==> src/rtl/expiring_priority_request_arbiter_top_assert.svh <==
// Assertion helpers for the request arbiter. Both expect clk and arst_n in scope.
`ifndef EXPIRING_PRIORITY_REQUEST_ARBITER_TOP_ASSERT_SVH
`define EXPIRING_PRIORITY_REQUEST_ARBITER_TOP_ASSERT_SVH

// The consequent must hold in the same cycle as the antecedent.
`define EPRA_ASSERT_SAME(label, ante, cons, msg) \
	label: assert property (@(posedge clk) disable iff (!arst_n) (ante) |-> (cons)) \
		else $error(msg);

// The consequent must hold in the cycle after the antecedent.
`define EPRA_ASSERT_NEXT(label, ante, cons, msg) \
	label: assert property (@(posedge clk) disable iff (!arst_n) (ante) |=> (cons)) \
		else $error(msg);

`endif

==> src/rtl/epra_pkg.sv <==
`default_nettype none

package epra_pkg;

	localparam int DEF_SLOTS        = 8;
	localparam int DEF_PATTERN_BITS = 32;

	localparam int OWNER_W    = 16;
	localparam int PRIO_W     = 3;
	localparam int TIME_W     = 32;
	localparam int PORT_PAT_W = 32;
	localparam int CNT_W      = 32;
	localparam int INTERVAL_W = 16;
	localparam int CFG_DATA_W = 32;
	localparam int CFG_IDX_W  = 1;
	localparam int EXT_W      = 64;

	localparam logic [INTERVAL_W-1:0] REFRESH_RESET = 16'd100;

	typedef enum logic [CFG_IDX_W-1:0] {
		REG_REFRESH_INTERVAL = 1'b0,
		REG_OFF_PATTERN      = 1'b1
	} cfg_reg_t;

	typedef enum logic [1:0] {
		OP_INIT   = 2'd0,
		OP_SUBMIT = 2'd1,
		OP_CLEAR  = 2'd2,
		OP_TICK   = 2'd3
	} op_t;

	typedef enum logic [1:0] {
		ST_IDLE   = 2'd0,
		ST_SCAN   = 2'd1,
		ST_FINISH = 2'd2
	} state_t;

endpackage

`default_nettype wire

==> src/rtl/epra_ram.sv <==
`default_nettype none

module epra_ram #(
	parameter int WIDTH = 8,
	parameter int DEPTH = 8
) (
	input  wire logic                                          clk,
	input  wire logic                                          we,
	input  wire logic [((DEPTH > 1) ? $clog2(DEPTH) : 1)-1:0] waddr,
	input  wire logic [WIDTH-1:0]                              wdata,
	input  wire logic [((DEPTH > 1) ? $clog2(DEPTH) : 1)-1:0] raddr,
	output logic      [WIDTH-1:0]                              rdata
);

	logic [WIDTH-1:0] mem_q [DEPTH];

	always_ff @(posedge clk) begin
		if (we) begin
			mem_q[waddr] <= wdata;
		end
		rdata <= mem_q[raddr];
	end

endmodule

`default_nettype wire

==> src/rtl/expiring_priority_request_arbiter_top.sv <==
// Channel   Direction  Handshake            Word
// in        to block   in_valid/in_ready    op, now, owner, priority_req, pattern, expires_at,
//                                           request_active, port_ok
// out       from block out_valid/out_ready  accepted .. failure_count, one per input word
// cfg       to block   cfg_valid/cfg_ready  cfg_index, cfg_data
//
// One word is processed at a time. Initialize, a tick that is early or precedes initialize,
// and a submit or clear refused up front go straight from accept to the finish state; the
// others sweep the slot memory through its single read port, one slot a cycle, and then
// enter the finish state. The finish state registers the result and returns to idle, where
// the next word is accepted; a stalled result holds the block until out_ready.
// Reset clears all control state and the slot valid bits; cfg_ready is always high.
`default_nettype none

module expiring_priority_request_arbiter_top #(
	parameter int SLOTS        = epra_pkg::DEF_SLOTS,
	parameter int PATTERN_BITS = epra_pkg::DEF_PATTERN_BITS
) (
	input  wire logic                              clk,
	input  wire logic                              arst_n,

	input  wire logic                              in_valid,
	output logic                                   in_ready,
	input  wire logic [1:0]                        op,
	input  wire logic [epra_pkg::TIME_W-1:0]       now,
	input  wire logic [epra_pkg::OWNER_W-1:0]      owner,
	input  wire logic [epra_pkg::PRIO_W-1:0]       priority_req,
	input  wire logic [epra_pkg::PORT_PAT_W-1:0]   pattern,
	input  wire logic [epra_pkg::TIME_W-1:0]       expires_at,
	input  wire logic                              request_active,
	input  wire logic                              port_ok,

	output logic                                   out_valid,
	input  wire logic                              out_ready,
	output logic                                   accepted,
	output logic                                   applied,
	output logic      [epra_pkg::PORT_PAT_W-1:0]   applied_pattern,
	output logic      [epra_pkg::PRIO_W-1:0]       chosen_priority,
	output logic      [epra_pkg::OWNER_W-1:0]      chosen_owner,
	output logic                                   apply_ok,
	output logic      [epra_pkg::CNT_W-1:0]        success_count,
	output logic      [epra_pkg::CNT_W-1:0]        failure_count,

	input  wire logic                              cfg_valid,
	output logic                                   cfg_ready,
	input  wire logic [epra_pkg::CFG_IDX_W-1:0]    cfg_index,
	input  wire logic [epra_pkg::CFG_DATA_W-1:0]   cfg_data
);

	`include "expiring_priority_request_arbiter_top_assert.svh"

	localparam int PW = PATTERN_BITS;
	localparam int OW = epra_pkg::OWNER_W;
	localparam int QW = epra_pkg::PRIO_W;
	localparam int TW = epra_pkg::TIME_W;
	localparam int NW = epra_pkg::CNT_W;
	localparam int XW = epra_pkg::EXT_W;
	localparam int IW = (SLOTS > 1) ? $clog2(SLOTS) : 1;
	localparam int CW = $clog2(SLOTS + 1);
	localparam int RW = TW + PW + QW + OW;

	// Configuration registers.
	logic [epra_pkg::INTERVAL_W-1:0] refresh_interval_q;
	logic [PW-1:0]                   off_pattern_q;
	logic [XW-1:0]                   cfg_ext;
	logic                            cfg_fire;

	assign cfg_ready = 1'b1;
	assign cfg_fire  = cfg_valid & cfg_ready;
	assign cfg_ext   = XW'(cfg_data);

	always_ff @(posedge clk or negedge arst_n) begin
		if (!arst_n) begin
			refresh_interval_q <= epra_pkg::REFRESH_RESET;
			off_pattern_q      <= '0;
		end else if (cfg_fire) begin
			case (epra_pkg::cfg_reg_t'(cfg_index))
				epra_pkg::REG_REFRESH_INTERVAL: begin
					refresh_interval_q <= cfg_data[epra_pkg::INTERVAL_W-1:0];
				end
				epra_pkg::REG_OFF_PATTERN: begin
					off_pattern_q <= cfg_ext[PW-1:0];
				end
				default: begin
				end
			endcase
		end
	end

	// Captured input word.
	epra_pkg::op_t op_q;
	logic [TW-1:0] now_q;
	logic [OW-1:0] owner_q;
	logic [QW-1:0] prio_q;
	logic [PW-1:0] pat_q;
	logic [TW-1:0] exp_q;
	logic          port_q;
	logic          active_q;
	logic [XW-1:0] pattern_ext;

	assign pattern_ext = XW'(pattern);

	// Architectural state.
	logic [SLOTS-1:0] slot_vld_q;
	logic             ready_q;
	logic [TW-1:0]    next_refresh_q;
	logic [PW-1:0]    cur_pat_q;
	logic [QW-1:0]    cur_prio_q;
	logic [OW-1:0]    cur_owner_q;
	logic             last_ok_q;
	logic [NW-1:0]    good_q;
	logic [NW-1:0]    bad_q;

	// Sweep control and sweep results.
	epra_pkg::state_t state_q, state_d;
	logic [CW-1:0]    issue_cnt_q;
	logic             rd_vld_s1;
	logic [IW-1:0]    rd_idx_s1;
	logic             hit_found_q, free_found_q, best_found_q;
	logic [IW-1:0]    hit_idx_q, free_idx_q;
	logic [QW-1:0]    best_prio_q;
	logic [OW-1:0]    best_owner_q;
	logic [PW-1:0]    best_pat_q;

	// Result register.
	logic          out_valid_q;
	logic          res_accepted_q, res_applied_q, res_ok_q;
	logic [PW-1:0] res_pat_q;
	logic [QW-1:0] res_prio_q;
	logic [OW-1:0] res_owner_q;
	logic [NW-1:0] res_good_q, res_bad_q;
	logic [XW-1:0] res_pat_ext;

	// Slot memory.
	logic          ram_we;
	logic [IW-1:0] ram_waddr;
	logic [RW-1:0] ram_wdata, ram_rdata;
	logic [OW-1:0] r_owner;
	logic [QW-1:0] r_prio;
	logic [PW-1:0] r_pat;
	logic [TW-1:0] r_exp;

	epra_ram #(
		.WIDTH(RW),
		.DEPTH(SLOTS)
	) u_slot_ram (
		.clk  (clk),
		.we   (ram_we),
		.waddr(ram_waddr),
		.wdata(ram_wdata),
		.raddr(issue_cnt_q[IW-1:0]),
		.rdata(ram_rdata)
	);

	assign ram_wdata = {exp_q, pat_q, prio_q, owner_q};
	assign r_owner   = ram_rdata[OW-1:0];
	assign r_prio    = ram_rdata[OW+QW-1:OW];
	assign r_pat     = ram_rdata[OW+QW+PW-1:OW+QW];
	assign r_exp     = ram_rdata[RW-1:OW+QW+PW];

	// Handshake and sweep events.
	logic in_fire, go_scan, scan_issue, scan_look, scan_done, finish_ld;
	logic slot_vld_rd, owner_eq, expired, better;
	logic slot_clr;

	assign in_ready    = (state_q == epra_pkg::ST_IDLE);
	assign in_fire     = in_valid & in_ready;
	assign scan_issue  = (state_q == epra_pkg::ST_SCAN) && (issue_cnt_q < CW'(SLOTS));
	assign scan_look   = (state_q == epra_pkg::ST_SCAN) && rd_vld_s1;
	assign scan_done   = scan_look && (rd_idx_s1 == IW'(SLOTS - 1));
	assign finish_ld   = (state_q == epra_pkg::ST_FINISH) && (!out_valid_q || out_ready);
	assign slot_vld_rd = slot_vld_q[rd_idx_s1];
	assign owner_eq    = (r_owner == owner_q);
	assign expired     = (r_exp <= now_q);
	assign better      = !best_found_q || (r_prio > best_prio_q) ||
			((r_prio == best_prio_q) && (r_owner < best_owner_q));
	assign slot_clr    = scan_look && slot_vld_rd &&
			(((op_q == epra_pkg::OP_CLEAR) && owner_eq) ||
			 ((op_q == epra_pkg::OP_TICK) && expired));

	// Decide at accept whether the word needs a sweep of the table.
	always_comb begin
		case (epra_pkg::op_t'(op))
			epra_pkg::OP_SUBMIT: go_scan = ready_q && request_active && (expires_at > now);
			epra_pkg::OP_CLEAR:  go_scan = (owner != '0);
			epra_pkg::OP_TICK:   go_scan = ready_q && (now >= next_refresh_q);
			default:             go_scan = 1'b0;
		endcase
	end

	always_ff @(posedge clk) begin
		if (in_fire) begin
			op_q     <= epra_pkg::op_t'(op);
			now_q    <= now;
			owner_q  <= owner;
			prio_q   <= priority_req;
			pat_q    <= pattern_ext[PW-1:0];
			exp_q    <= expires_at;
			port_q   <= port_ok;
			active_q <= go_scan;
		end
	end

	// Next-state values committed when the result is registered.
	logic [TW:0]   refresh_sum;
	logic [TW-1:0] refresh_sat;
	logic          nx_ready, nx_ok, nx_accepted, nx_applied;
	logic [TW-1:0] nx_next_refresh;
	logic [PW-1:0] nx_pat;
	logic [QW-1:0] nx_prio;
	logic [OW-1:0] nx_owner;
	logic [NW-1:0] nx_good, nx_bad;

	assign refresh_sum = {1'b0, now_q} + (TW + 1)'(refresh_interval_q);
	assign refresh_sat = refresh_sum[TW] ? '1 : refresh_sum[TW-1:0];

	always_comb begin
		state_d         = state_q;
		nx_ready        = ready_q;
		nx_next_refresh = next_refresh_q;
		nx_pat          = cur_pat_q;
		nx_prio         = cur_prio_q;
		nx_owner        = cur_owner_q;
		nx_ok           = last_ok_q;
		nx_good         = good_q;
		nx_bad          = bad_q;
		nx_accepted     = 1'b0;
		nx_applied      = 1'b0;
		ram_we          = 1'b0;
		ram_waddr       = hit_found_q ? hit_idx_q : free_idx_q;

		case (state_q)
			epra_pkg::ST_IDLE: begin
				if (in_fire) begin
					state_d = (go_scan && (epra_pkg::op_t'(op) != epra_pkg::OP_INIT)) ?
							epra_pkg::ST_SCAN : epra_pkg::ST_FINISH;
				end
			end
			epra_pkg::ST_SCAN: begin
				if (scan_done) begin
					state_d = epra_pkg::ST_FINISH;
				end
			end
			epra_pkg::ST_FINISH: begin
				if (finish_ld) begin
					state_d = epra_pkg::ST_IDLE;
				end
				case (op_q)
					epra_pkg::OP_INIT: begin
						nx_ready        = port_q;
						nx_next_refresh = now_q;
						nx_pat          = port_q ? off_pattern_q : '0;
						nx_prio         = '0;
						nx_owner        = '0;
						nx_ok           = port_q;
						nx_good         = NW'(port_q);
						nx_bad          = '0;
						nx_accepted     = port_q;
						nx_applied      = port_q;
					end
					epra_pkg::OP_SUBMIT: begin
						nx_accepted = active_q && (hit_found_q || free_found_q);
						ram_we      = finish_ld && nx_accepted;
					end
					epra_pkg::OP_TICK: begin
						if (active_q) begin
							nx_pat          = best_found_q ? best_pat_q : off_pattern_q;
							nx_prio         = best_found_q ? best_prio_q : '0;
							nx_owner        = best_found_q ? best_owner_q : '0;
							nx_ok           = port_q;
							nx_good         = port_q ? good_q + NW'(1) : good_q;
							nx_bad          = port_q ? bad_q : bad_q + NW'(1);
							nx_next_refresh = refresh_sat;
							nx_applied      = 1'b1;
						end
					end
					default: begin
					end
				endcase
			end
			default: begin
				state_d = epra_pkg::ST_IDLE;
			end
		endcase
	end

	always_ff @(posedge clk or negedge arst_n) begin
		if (!arst_n) begin
			state_q <= epra_pkg::ST_IDLE;
		end else begin
			state_q <= state_d;
		end
	end

	// Sweep: a read is issued each cycle and its data is examined in the next cycle.
	always_ff @(posedge clk or negedge arst_n) begin
		if (!arst_n) begin
			issue_cnt_q  <= '0;
			rd_vld_s1    <= 1'b0;
			hit_found_q  <= 1'b0;
			free_found_q <= 1'b0;
			best_found_q <= 1'b0;
		end else begin
			rd_vld_s1 <= scan_issue;
			if (in_fire) begin
				issue_cnt_q  <= '0;
				hit_found_q  <= 1'b0;
				free_found_q <= 1'b0;
				best_found_q <= 1'b0;
			end else begin
				if (scan_issue) begin
					issue_cnt_q <= issue_cnt_q + CW'(1);
				end
				if (scan_look && (op_q == epra_pkg::OP_SUBMIT)) begin
					if (slot_vld_rd && owner_eq && !hit_found_q) begin
						hit_found_q <= 1'b1;
					end
					if (!slot_vld_rd && !free_found_q) begin
						free_found_q <= 1'b1;
					end
				end
				if (scan_look && (op_q == epra_pkg::OP_TICK) && slot_vld_rd && !expired &&
						better) begin
					best_found_q <= 1'b1;
				end
			end
		end
	end

	always_ff @(posedge clk) begin
		rd_idx_s1 <= issue_cnt_q[IW-1:0];
		if (scan_look && (op_q == epra_pkg::OP_SUBMIT)) begin
			if (slot_vld_rd && owner_eq && !hit_found_q) begin
				hit_idx_q <= rd_idx_s1;
			end
			if (!slot_vld_rd && !free_found_q) begin
				free_idx_q <= rd_idx_s1;
			end
		end
		if (scan_look && (op_q == epra_pkg::OP_TICK) && slot_vld_rd && !expired && better) begin
			best_prio_q  <= r_prio;
			best_owner_q <= r_owner;
			best_pat_q   <= r_pat;
		end
	end

	// Slot valid bits: a cleared slot counts as free until it is rewritten.
	always_ff @(posedge clk or negedge arst_n) begin
		if (!arst_n) begin
			slot_vld_q <= '0;
		end else if (finish_ld && (op_q == epra_pkg::OP_INIT)) begin
			slot_vld_q <= '0;
		end else if (ram_we) begin
			slot_vld_q[ram_waddr] <= 1'b1;
		end else if (slot_clr) begin
			slot_vld_q[rd_idx_s1] <= 1'b0;
		end
	end

	always_ff @(posedge clk or negedge arst_n) begin
		if (!arst_n) begin
			ready_q        <= 1'b0;
			next_refresh_q <= '0;
			cur_pat_q      <= '0;
			cur_prio_q     <= '0;
			cur_owner_q    <= '0;
			last_ok_q      <= 1'b0;
			good_q         <= '0;
			bad_q          <= '0;
			out_valid_q    <= 1'b0;
		end else begin
			if (finish_ld) begin
				ready_q        <= nx_ready;
				next_refresh_q <= nx_next_refresh;
				cur_pat_q      <= nx_pat;
				cur_prio_q     <= nx_prio;
				cur_owner_q    <= nx_owner;
				last_ok_q      <= nx_ok;
				good_q         <= nx_good;
				bad_q          <= nx_bad;
				out_valid_q    <= 1'b1;
			end else if (out_ready) begin
				out_valid_q <= 1'b0;
			end
		end
	end

	always_ff @(posedge clk) begin
		if (finish_ld) begin
			res_accepted_q <= nx_accepted;
			res_applied_q  <= nx_applied;
			res_pat_q      <= nx_pat;
			res_prio_q     <= nx_prio;
			res_owner_q    <= nx_owner;
			res_ok_q       <= nx_ok;
			res_good_q     <= nx_good;
			res_bad_q      <= nx_bad;
		end
	end

	assign res_pat_ext      = XW'(res_pat_q);
	assign out_valid        = out_valid_q;
	assign accepted         = res_accepted_q;
	assign applied          = res_applied_q;
	assign applied_pattern  = res_pat_ext[epra_pkg::PORT_PAT_W-1:0];
	assign chosen_priority  = res_prio_q;
	assign chosen_owner     = res_owner_q;
	assign apply_ok         = res_ok_q;
	assign success_count    = res_good_q;
	assign failure_count    = res_bad_q;

	`EPRA_ASSERT_SAME(a_ram_write_on_submit, ram_we,
		(state_q == epra_pkg::ST_FINISH) && (op_q == epra_pkg::OP_SUBMIT),
		"slot memory written outside a submit commit")
	`EPRA_ASSERT_SAME(a_issue_bound, state_q == epra_pkg::ST_SCAN,
		issue_cnt_q <= CW'(SLOTS), "sweep read counter ran past the table")
	`EPRA_ASSERT_NEXT(a_result_from_finish,
		!out_valid_q && !(state_q == epra_pkg::ST_FINISH), !out_valid_q,
		"result appeared without a commit")
	`EPRA_ASSERT_NEXT(a_counters_hold,
		finish_ld && !nx_applied && (op_q != epra_pkg::OP_INIT),
		$stable(good_q) && $stable(bad_q), "apply counters moved without an apply")

endmodule

`default_nettype wire

==> config.mk <==
export PLATFORM = sky130hd
export DESIGN_NAME = expiring_priority_request_arbiter_top
export DESIGN_NICKNAME = d
export VERILOG_FILES = /design/src/rtl/epra_pkg.sv /design/src/rtl/epra_ram.sv /design/src/rtl/expiring_priority_request_arbiter_top.sv
export VERILOG_INCLUDE_DIRS = /design/src /design/src/rtl
export SDC_FILE = /design/constraint.sdc
export NUM_CORES = 2
export LEC_CHECK = 0
export ABC_AREA = 1
export BUFFER_PORTS_ARGS = -buffer_cell sky130_fd_sc_hd__buf_4
export CAP_MARGIN = 30
export CELL_PAD_IN_SITES_DETAIL_PLACEMENT = 1
export CELL_PAD_IN_SITES_GLOBAL_PLACEMENT = 2
export CORE_ASPECT_RATIO = 1.25
export CORE_UTILIZATION = 37
export DETAILED_ROUTE_END_ITERATION = 6
export HOLD_SLACK_MARGIN = 0.08
export PLACE_DENSITY_LB_ADDON = 0.1
export SLEW_MARGIN = 10
export SYNTH_ARGS = -nofsm -noshare
export SYNTH_HDL_FRONTEND = slang
export SYNTH_SLANG_ARGS = --single-unit
==> constraint.sdc <==
create_clock -name clk -period 5 [get_ports clk]
set_clock_uncertainty 0.05 [all_clocks]
set_input_delay 0.25 -clock clk [delete_from_list [all_inputs] [get_ports clk]]
set_output_delay 0.25 -clock clk [all_outputs]
set_load 0.02 [all_outputs]
==> tab_implementation.tex <==
\begin{tabular}{lr}
\hline
Metric & Value \\
\hline
\multicolumn{2}{l}{\textbf{Run status}} \\
\quad Status & finished, final reports clean \\
\multicolumn{2}{l}{\textbf{Global routing}} \\
\quad Global Route Usage Sum & 22.45\% \\
\quad Largest net degree at the start of global routing & 174 \\
\quad Wire length of the first global-routing pass & 238.5 mm \\
\quad Remaining global-route overflow & 0 \\
\quad Antenna violations before repair & 1 \\
\quad Vias in the first global route & 37297 \\
\multicolumn{2}{l}{\textbf{Clock network}} \\
\quad Clk sink count & 1260 \\
\quad CTS Buf Count & 138 \\
\quad Buffer levels on the longest clock path & 3 \\
\quad Quantity of gates resized following cts & 0 \\
\quad TritonCTS clock tree & built \\
\quad CTS Hold Bufs & 183 \\
\quad Insertion delay of the later-clocked pin in the worst-skew pair & 0.78 ns \\
\quad Buffers inserted during post-CTS setup optimization & 0 \\
\quad Root cell of the clock tree & sky130\_fd\_sc\_hd\_\_clkbuf\_16 \\
\quad Clock transition time at the flip-flop clock pins of the worst setup and hold paths & 0.06 ns \\
\quad Number of H-tree levels & 4 \\
\multicolumn{2}{l}{\textbf{Finish}} \\
\quad Leading cell types in the layout, fill and taps excluded & sky130\_fd\_sc\_hd\_\_edfxtp\_1, sky130\_fd\_sc\_hd\_\_nor2\_1, sky130\_fd\_sc\_hd\_\_o21ai\_0 \\
\quad Utilization after layout & 45.33\% \\
\quad Layout overhead on the synthesized area & 21.12\% \\
\quad Net count of the finished layout & 5359 \\
\quad Share of layout cells above drive strength 1 & 11.99\% \\
\quad Final Instance Area & 0.06326 mm2 \\
\quad Most frequent standard cell in the layout excluding fill and tap cells & sky130\_fd\_sc\_hd\_\_edfxtp\_1 \\
\quad Final Instance Count excl. Fillers & 7039 \\
\multicolumn{2}{l}{\textbf{Synth}} \\
\quad Post-synth ARST share & 17.14\% \\
\quad Syn Area/Cell & 11.33 um2 \\
\quad Post-synthesis register bit count & 1260 \\
\quad Number of enable-type register cells in the synthesized netlist & 958 \\
\quad Number of cells produced by synthesis & 4609 \\
\quad Synth Warn \# & 0 \\
\quad Number of distinct library cells after synthesis & 63 \\
\quad Syn Nets & 4904 \\
\quad Cell Area, Synth & 0.05223 mm2 \\
\quad Most common flop cell mapped by yosys & sky130\_fd\_sc\_hd\_\_edfxtp\_1 \\
\quad Register area share after synthesis & 68.73\% \\
\multicolumn{2}{l}{\textbf{Setup path}} \\
\quad Type of the worst setup path & reg2reg \\
\quad Cell repeated most along the worst path & sky130\_fd\_sc\_hd\_\_buf\_4 \\
\quad Kind of cell adding the most delay to the critical path & buffers and inverters \\
\quad Element type at the critical path start & flip-flop \\
\quad Worst-path cell with the longest stage delay & sky130\_fd\_sc\_hd\_\_buf\_4 \\
\quad Critical path peak fanout & 173 \\
\quad Cell breakdown of the critical path & inv\_1, nand2\_4, nor2\_4, buf\_12, buf\_4, buf\_4 \\
\quad Arrival time at the worst endpoint & 3.85 ns \\
\quad Largest stage delay, worst path & 0.76 ns \\
\quad Worst path bufs/invs & 4 \\
\quad Reg-to-reg startpoint & state\_q[0] \\
\quad Launching instance or port of the critical path & state\_q[0] \\
\quad Setup crit end kind & flip-flop \\
\quad Critical Path RT & 5.35 ns \\
\multicolumn{2}{l}{\textbf{Detailed routing}} \\
\quad Detail-routed via count per cell & 5.069 \\
\quad Number of violations reported at the end of detailed-routing iteration 0 & 1838 \\
\quad DR DRC count & 0 \\
\quad Post-detailed-route count of antenna-violating nets & 0 \\
\quad Total number of vias & 35684 \\
\quad Total iterations of the first detailed-routing run & 5 \\
\quad Post-DR wirelength/cell & 22.45 um \\
\quad Final wirelength & 158.0 mm \\
\multicolumn{2}{l}{\textbf{STA}} \\
\quad Post-Route Setup TNS & 0 ns \\
\quad Final setup vio count & 0 \\
\quad Actual transition at the worst max-transition pin & 0.9262 ns \\
\quad Final min period & 3.504 ns \\
\quad Slew headroom & 38.11\% \\
\quad Final Hold Violating Endpoints & 0 \\
\quad RSZ-0062 raised after global routing & no \\
\quad Maximum clock frequency & 0.2854 GHz \\
\quad Part of the cycle the worst path needs & 70.08\% \\
\quad Total count of max-transition violations in the final report & 0 \\
\multicolumn{2}{l}{\textbf{Placement}} \\
\quad Routability cong. & 0.7954 \\
\quad Post-placement cell area & 0.05665 mm2 \\
\quad Post-Place Cells & 6601 \\
\quad Input/output buffers & 276 \\
\quad DPL Wire Length & 99.55 mm \\
\multicolumn{2}{l}{\textbf{Pwr}} \\
\quad Worst IR Drop VDD & 0.0003084 V \\
\quad Power per cell area & 361.1 mW/mm2 \\
\quad Total power after layout & 22.84 mW \\
\quad Leakage power & 24.48 nW \\
\multicolumn{2}{l}{\textbf{Floorplanning}} \\
\quad Core area & 0.1396 mm2 \\
\quad Initial core utilization & 37.43\% \\
\quad Area of the die & 0.1427 mm2 \\
\quad Die boundary height & 422.1 um \\
\quad \# IOs & 278 \\
\quad Rows & 153 \\
\quad Die outline width & 338.1 um \\
\multicolumn{2}{l}{\textbf{Worst hold path}} \\
\quad Worst min path class & in2reg \\
\quad Startpoint of the worst hold path & priority\_req[0] \\
\multicolumn{2}{l}{\textbf{Job}} \\
\quad Max-capacitance violation count & 0 \\
\hline
\end{tabular}
==> synthesized netlist by cell type (6+ instances only) <==
master | n | area share [%]
sky130_fd_sc_hd__inv_1 | 434 | 3.1
sky130_fd_sc_hd__clkbuf_1 | 155 | 1.1
sky130_fd_sc_hd__o21a_1 | 7 | 0.10
sky130_fd_sc_hd__nor3_1 | 37 | 0.35
sky130_fd_sc_hd__nand4_1 | 35 | 0.42
sky130_fd_sc_hd__o22ai_1 | 120 | 1.4
sky130_fd_sc_hd__a21oi_1 | 156 | 1.5
sky130_fd_sc_hd__or2_2 | 10 | 0.12
sky130_fd_sc_hd__a21o_1 | 6 | 0.086
sky130_fd_sc_hd__dfrtp_1 | 213 | 10
sky130_fd_sc_hd__ha_1 | 137 | 3.3
sky130_fd_sc_hd__nor2_1 | 753 | 5.4
sky130_fd_sc_hd__inv_2 | 9 | 0.065
sky130_fd_sc_hd__nand2_1 | 521 | 3.7
sky130_fd_sc_hd__nor4_1 | 15 | 0.18
sky130_fd_sc_hd__xor2_1 | 37 | 0.62
sky130_fd_sc_hd__edfxtp_1 | 958 | 55
sky130_fd_sc_hd__nand3_1 | 108 | 1.0
sky130_fd_sc_hd__buf_1 | 19 | 0.14
sky130_fd_sc_hd__buf_2 | 23 | 0.22
sky130_fd_sc_hd__nor2_2 | 6 | 0.072
sky130_fd_sc_hd__a211oi_1 | 28 | 0.40
sky130_fd_sc_hd__a31oi_1 | 87 | 1.0
sky130_fd_sc_hd__o21ai_0 | 565 | 5.4
sky130_fd_sc_hd__dfxtp_1 | 86 | 3.3
sky130_fd_sc_hd__nor3_2 | 7 | 0.13
sky130_fd_sc_hd__o221ai_1 | 8 | 0.13
==> kinds of logic (layout without fill, tap and decap cells) <==
logic type / count (synthesis) / in the layout / share of synthesized area [%]
and+or+nand+nor: 1517 / 1517 / 11.95
DFF: 1260 / 1260 / 68.73
AOI/OAI and AO/OA: 1006 / 1006 / 10.57
buffers and inverters: 646 / 1215 / 4.731
adders and majority gates: 138 / 138 / 3.320
xor gates and xnor gates: 41 / 41 / 0.6875
other: 1 / 2 / 0.007179
==> final timing paths <==
| kind | to | slack (ns) | cells after the start |
|---|---|---|---|
| min in group asynchronous | cur_owner_q[12] | 0.57 | 4 |
| setup / recovery | applied_pattern[4] | 1.50 | 6 |
| hold reg to reg | best_pat_q[22] | 0.35 | 0 |
| setup reg to reg | applied_pattern[4] | 1.50 | 6 |
| max in group asynchronous | next_refresh_q[17] | 3.48 | 4 |
| hold / removal | prio_q[0] | 0.15 | 2 |
==> report_power, final <==
group	total (mW)	internal (mW)	switching [mW]
clock	10.7	6.43	4.28
combinational	0.789	0.348	0.441
sequential	11.3	11.3	0.0829
total	22.8	18.0	4.80
==> through the flow <==
step                hold WS, ns  setup WS [ns]
floorplan              -0.09559        -0.2053
global placement         0.2237          1.467
detailed placement       0.2165          1.456
CTS                     0.08037          1.418
global route             0.1260          1.173
finish                   0.1512          1.496
==> final cells by class <==
class,instances,area [um2]
antenna,1,2.502
clock buffer,185,3940
clock inverter,69,823.3
fill,14826,76290
inverter,446,1699
multi-input combinational,2703,13960
sequential,1260,35910
tap,1860,2327
timing repair buffer,515,4607
==> sequential cells by signal, summed over array words and instances, names as in the netlist, 32 cells and up <==
name	cells
pat_q	32
exp_q	32
applied_pattern	32
now_q	32
good_q	32
next_refresh_q	32
off_pattern_q	32
u_slot_ram.rdata	83
failure_count	32
u_slot_ram.mem_q	664
cur_pat_q	32
success_count	32
bad_q	32
best_pat_q	32
==> metal layers <==
metal,GRT usage (%),part of all wire (%)
met1,28.83,44
met3,2.670,2.8
met5,0,0
met4,6.885,2.4
met2,39.26,51
No activity file was read; power rests on OpenSTA's default activity.
